[src/rtl/core/pasm_pkg.sv]
`default_nettype none

package pasm_pkg;

    // Envelope stage codes as stored per voice.
    typedef enum logic [2:0] {
        VS_IDLE    = 3'd0,
        VS_ATTACK  = 3'd1,
        VS_DECAY   = 3'd2,
        VS_SUSTAIN = 3'd3,
        VS_RELEASE = 3'd4
    } voice_stage_t;

    // Configuration register indexes.
    typedef enum logic [2:0] {
        CFG_ATTACK_RATE    = 3'd0,
        CFG_DECAY_RATE     = 3'd1,
        CFG_RELEASE_RATE   = 3'd2,
        CFG_SUSTAIN_LEVEL  = 3'd3,
        CFG_DONE_THRESHOLD = 3'd4,
        CFG_VOICE_GAIN     = 3'd5,
        CFG_TRANSPOSE      = 3'd6
    } cfg_index_t;

    // Envelope part of one voice's state.
    typedef struct packed {
        voice_stage_t stage;
        logic [15:0]  amp;
    } voice_env_t;

    localparam logic [15:0] FULL_AMP     = 16'd32768;
    localparam logic [14:0] STAB_Q15     = 15'd22938;
    localparam logic [6:0]  OUT_SCALE    = 7'd125;
    localparam int          KEY_BITS     = 13;
    localparam int          SUM_BITS     = 56;

endpackage

`default_nettype wire

[src/rtl/core/pasm_cell.sv]
`default_nettype none

// One link of the voice ring: holds a voice's state and passes it on when shifted.
module pasm_cell
    import pasm_pkg::*;
#(
    parameter int PHASE_BITS = 32,
    parameter logic [PHASE_BITS-1:0] RESET_STEP = '0
) (
    input  wire logic                  clk,
    input  wire logic                  rst_n,
    input  wire logic                  shift,
    input  wire voice_env_t            env_in,
    input  wire logic [PHASE_BITS-1:0] phase_in,
    input  wire logic [PHASE_BITS-1:0] step_in,
    output voice_env_t                 env_out,
    output logic [PHASE_BITS-1:0]      phase_out,
    output logic [PHASE_BITS-1:0]      step_out
);

    voice_env_t            env_reg;
    logic [PHASE_BITS-1:0] phase_reg;
    logic [PHASE_BITS-1:0] step_reg;

    always_ff @(posedge clk or negedge rst_n)
    begin
        if (!rst_n)
        begin
            env_reg   <= '{stage: VS_IDLE, amp: 16'd0};
            phase_reg <= '0;
            step_reg  <= RESET_STEP;
        end
        else if (shift)
        begin
            env_reg   <= env_in;
            phase_reg <= phase_in;
            step_reg  <= step_in;
        end
    end

    assign env_out   = env_reg;
    assign phase_out = phase_reg;
    assign step_out  = step_reg;

endmodule

`default_nettype wire

[config.mk]
export PLATFORM = sky130hd
export DESIGN_NAME = pasm_cell
export DESIGN_NICKNAME = d
export VERILOG_FILES = /design/src/rtl/core/pasm_pkg.sv /design/src/rtl/core/pasm_cell.sv
export SDC_FILE = /design/constraint.sdc
export NUM_CORES = 1
export LEC_CHECK = 0
export BUFFER_PORTS_ARGS = -buffer_cell sky130_fd_sc_hd__buf_4
export CAP_MARGIN = 40
export CORE_UTILIZATION = 23
export CTS_CLUSTER_DIAMETER = 80
export DETAILED_ROUTE_END_ITERATION = 8
export PLACE_DENSITY_LB_ADDON = 0.3
export SKIP_LAST_GASP = 1
export SYNTH_ARGS = -nofsm -noshare
export SYNTH_HDL_FRONTEND = slang
export SYNTH_SLANG_ARGS = --single-unit
[constraint.sdc]
create_clock -name clk -period 0.97 [get_ports clk]
set_clock_uncertainty 0.2 [all_clocks]
set_input_delay 0.0485 -clock clk [delete_from_list [all_inputs] [get_ports clk]]
set_output_delay 0.0485 -clock clk [all_outputs]
set_load 0.02 [all_outputs]
# ---- Yosys cells after proc, flatten, opt, wreduce, memory -nomap -nowiden
# Cells that the tools add are included.
dict set report totals {
  register_bits 83
  latch_bits 0
  mem_bits_rw 0
  romBits 0
  out_inout_bits 83
  mem_count 0
}
dict set report op_classes {
  addsub 0
  n_mul 0
  div 0
  order_cmp 0
  n_eq_ne 0
  shifts 0
  muxes 0
  n_bitwise 0
  n_reduce_logical 0
}

# ---- Longest topological paths before layout
dict set report logic_depth {
  depth_word 0
  depth_mapped 3
  ltp_nobuf 1
}

# ---- Least setup slack after synthesis
# Ideal clock, no wire load.
dict set report synth_path {
  path_kind {reg2reg}
  startpoint {reg env_out[0] (netlist name)}
  endpoint {reg env_reg, in the netlist env_out[0]}
  setup_ns 0.125
  arrival_time_ns 0.710
  slack_ns -0.065
  stages_incl_launch_ff 2
  synth_period_minus_slack_ns 1.035
  cell_sequence {dfrtp_1 mux2_4}
}
# element line_no
set synth_lines {}
lappend synth_lines {{end signal, assigned} pasm_cell.sv:29} ;# env_reg <= '{stage: VS_IDLE, amp: 16'd0};
lappend synth_lines {{end signal, assigned} pasm_cell.sv:35} ;# env_reg <= env_in;
lappend synth_lines {{end, declared} pasm_cell.sv:21} ;# voice_env_t env_reg;

# ---- Worst setup path in the final report
dict set report layout_path {
  startpoint {reg env_reg, in the netlist env_out[6]}
  endpoint {out env_out[6] (netlist name)}
}
# element line_no
set layout_lines {}
lappend layout_lines {{end, declared} pasm_cell.sv:16} ;# output voice_env_t env_out,
# No word-level cell between the ends.

==> reports/metrics.cfg <==
[cts]
clk_path_buf_depth = 2
root_buffer = clkbuf_16
clock_latency_ps = 330
path_clk_slew_ps = 60
h-tree-depth = 3
cts_tree = yes
cts_buffers = 9
cts_sinks = 83

[placement]
hpwl_mm = 5.44
post-place-ws_ps = -213
gp_congestion = 0.655
port_buffers = 168

[hold_path]
min_path_type = input port to asynchronous set/reset pin

[drt]
first_pass_iters = 4
drc_errors = 0
postRouteAntennaNets = 0
viasPerCell = 3.87
totalWireLength_mm = 9.33
vias = 2573
wl_per_cell_um = 14.0
drt-initial-drc-count = 51

[synthesis]
synth_commonest_cells = dfrtp_1, mux2_4, mux2_2
synthArstFlopShare_pct = 100
yosysWarnings = 0
synth_nets = 261
ys_seq_area_share_pct = 60.5
yosysTopAreaCellShare_pct = 60.5
ys_types = 6
syn-cell-area_mm2 = 0.00343
post-synth-top-area-cell = dfrtp_1
avgSynthCellArea_um2 = 19.6
synthTopCellsByArea = dfrtp_1, mux2_4, mux2_2
yosysMostFrequentCell = dfrtp_1
syn_inst = 175
synth_edf_count = 0
ys_seq_elements = 83
dominantRegCellSynth = dfrtp_1

[status]
status = finished, violations left
violations = setup timing

[floorplanning]
die_w_um = 124
fp-row-count = 44
start_util_pct = 23.6
die-area_mm2 = 0.0154
core-area_mm2 = 0.0145
io_pins = 169
die_h_um = 124

[finish]
area_growth_pct = 99.0
antennaDiodeCount = 0
fin_nets = 562
layout-drive-gt1-share_pct = 81.9

[worst_setup_path]
cp_common_cell = buf_6
critPathCaptureType = output pin
r2r.worst_path.cells = 3
crit_arrival_ps = 990
crit_type = flop to output pin
rr_endpoint = step_out[10]$_DFFE_PN0P_
critPathMaxStageDelay_ps = 410
r2r_slack_ps = -240
cp_cell_sequence = buf_6, buf_6
critPathMaxFanout = 2
startpoint_type = flop
required_ps = 720
r2r_start = step_out[10]$_DFFE_PN0P_
worst_path_max_delay_cell = dfrtp_2

[power_and_ir_drop]
powerDensity_mw_per_mm2 = 1500
p_leak_uw = 0.00320
finalPower_uw = 10300
peakVddDrop_v = 0.000943

[grt]
antenna_found_initial = 0
overflow = 0
grt_usage_pct = 12.2
grt_max_degree = 43
grt_pass1_vias = 2776
grt_pass1_wl_mm = 13.9

[timing]
grt_setup_unrepaired = true
slew_headroom_pct = 84.2
finalHoldViolations = 0
min_period_over_period_pct = 127
fin_ws_ps = -264
setup-violations-final = 165
worst_slew_pin_slew_ps = 237
fmax_ghz = 0.810
min_period_ps = 1230
slew_viol_final = 0

[job]
drv_cap = 0

timing repair:
action | in CTS | in global routing
buffers inserted | 20 | 4
endpoints found under the hold margin | 166 | 0
resized for setup | 114 | 4
endpoints found under the setup margin | 157 | 166
hold buffers | 84 | 0
pin swaps | 0 | 0
metal layers:
layer	track usage, %	part of all wire [%]	up-vias
met4	3.79	1.1	0
li1	-	-	1206
met2	20.4	51	104
met3	5.63	8.5	8
met1	13.8	40	1255
met5	0	0	-
cell type report:
| class | count | area (um2) |
|---|---|---|
| timing repair buffer | 299 | 2940 |
| multi-input combinational | 83 | 1200 |
| sequential | 83 | 2180 |
| clock inverter | 2 | 10.0 |
| tap | 184 | 230 |
| clock buffer | 14 | 264 |
| fill | 1245 | 7710 |
state kept, by name, indices dropped and copies added, names as in the netlist:
signal,cells
phase_out,32
step_out,32
env_out,19
report_power, final:
group / switching (uW) / internal (uW)
clock: 1330 / 1870
combinational: 1030 / 1870
sequential: 282 / 3880
total: 2640 / 7610
worst max-delay path by stage:
stage | start | endpoint | slack [ps] | cells past startpoint
CTS | env_out[11]$_DFFE_PN0P_ | env_out[11] | -290 | 2
global route | env_out[6]$_DFFE_PN0P_ | env_out[6] | -300 | 2
floorplan | env_out[0]$_DFFE_PN0P_ | env_out[0]$_DFFE_PN0P_ | -50 | 1
global placement | shift | phase_out[31]$_DFFE_PN0P_ | -190 | 3
detailed placement | shift | phase_out[31]$_DFFE_PN0P_ | -210 | 3
finish | env_out[6]$_DFFE_PN0P_ | env_out[6] | -260 | 2
worst max-delay path: cells and delay by family, from the launching register on:
family | cells | cell delay, ps
buf+inv | 2 | 240
flops | 1 | 410
per-stage QoR:
step	area, um2	hold slack [ps]	TNS [ps]	instances	util (%)
3_3_place_gp	5100	-151	-11860	542	35.1
6_report	6830	35.1	-18350	665	47.0
4_1_cts	6790	39.3	-19990	662	46.7
5_1_grt	6830	42.8	-23200	665	47.0
3_5_place_dp	5100	-147	-13700	542	35.1
2_1_floorplan	3530	-447	-4220	175	-
placed cells by master, fill, tap and decap left out, types with 3 or more instances in the layout:
| cell | count |
|---|---|
| buf_12 | 4 |
| dfrtp_2 | 83 |
| mux2_2 | 12 |
| mux2_4 | 71 |
| buf_6 | 116 |
| clkbuf_1 | 3 |
| clkbuf_16 | 9 |
| buf_4 | 95 |
| dlygate4sd3_1 | 84 |
kinds of logic after synthesis:
group,Yosys count,synth area share [%]
buffers and inverters,9,4.56
flip-flops,83,60.5
multiplexers,83,34.9
Power figures use the tool's default switching activity.
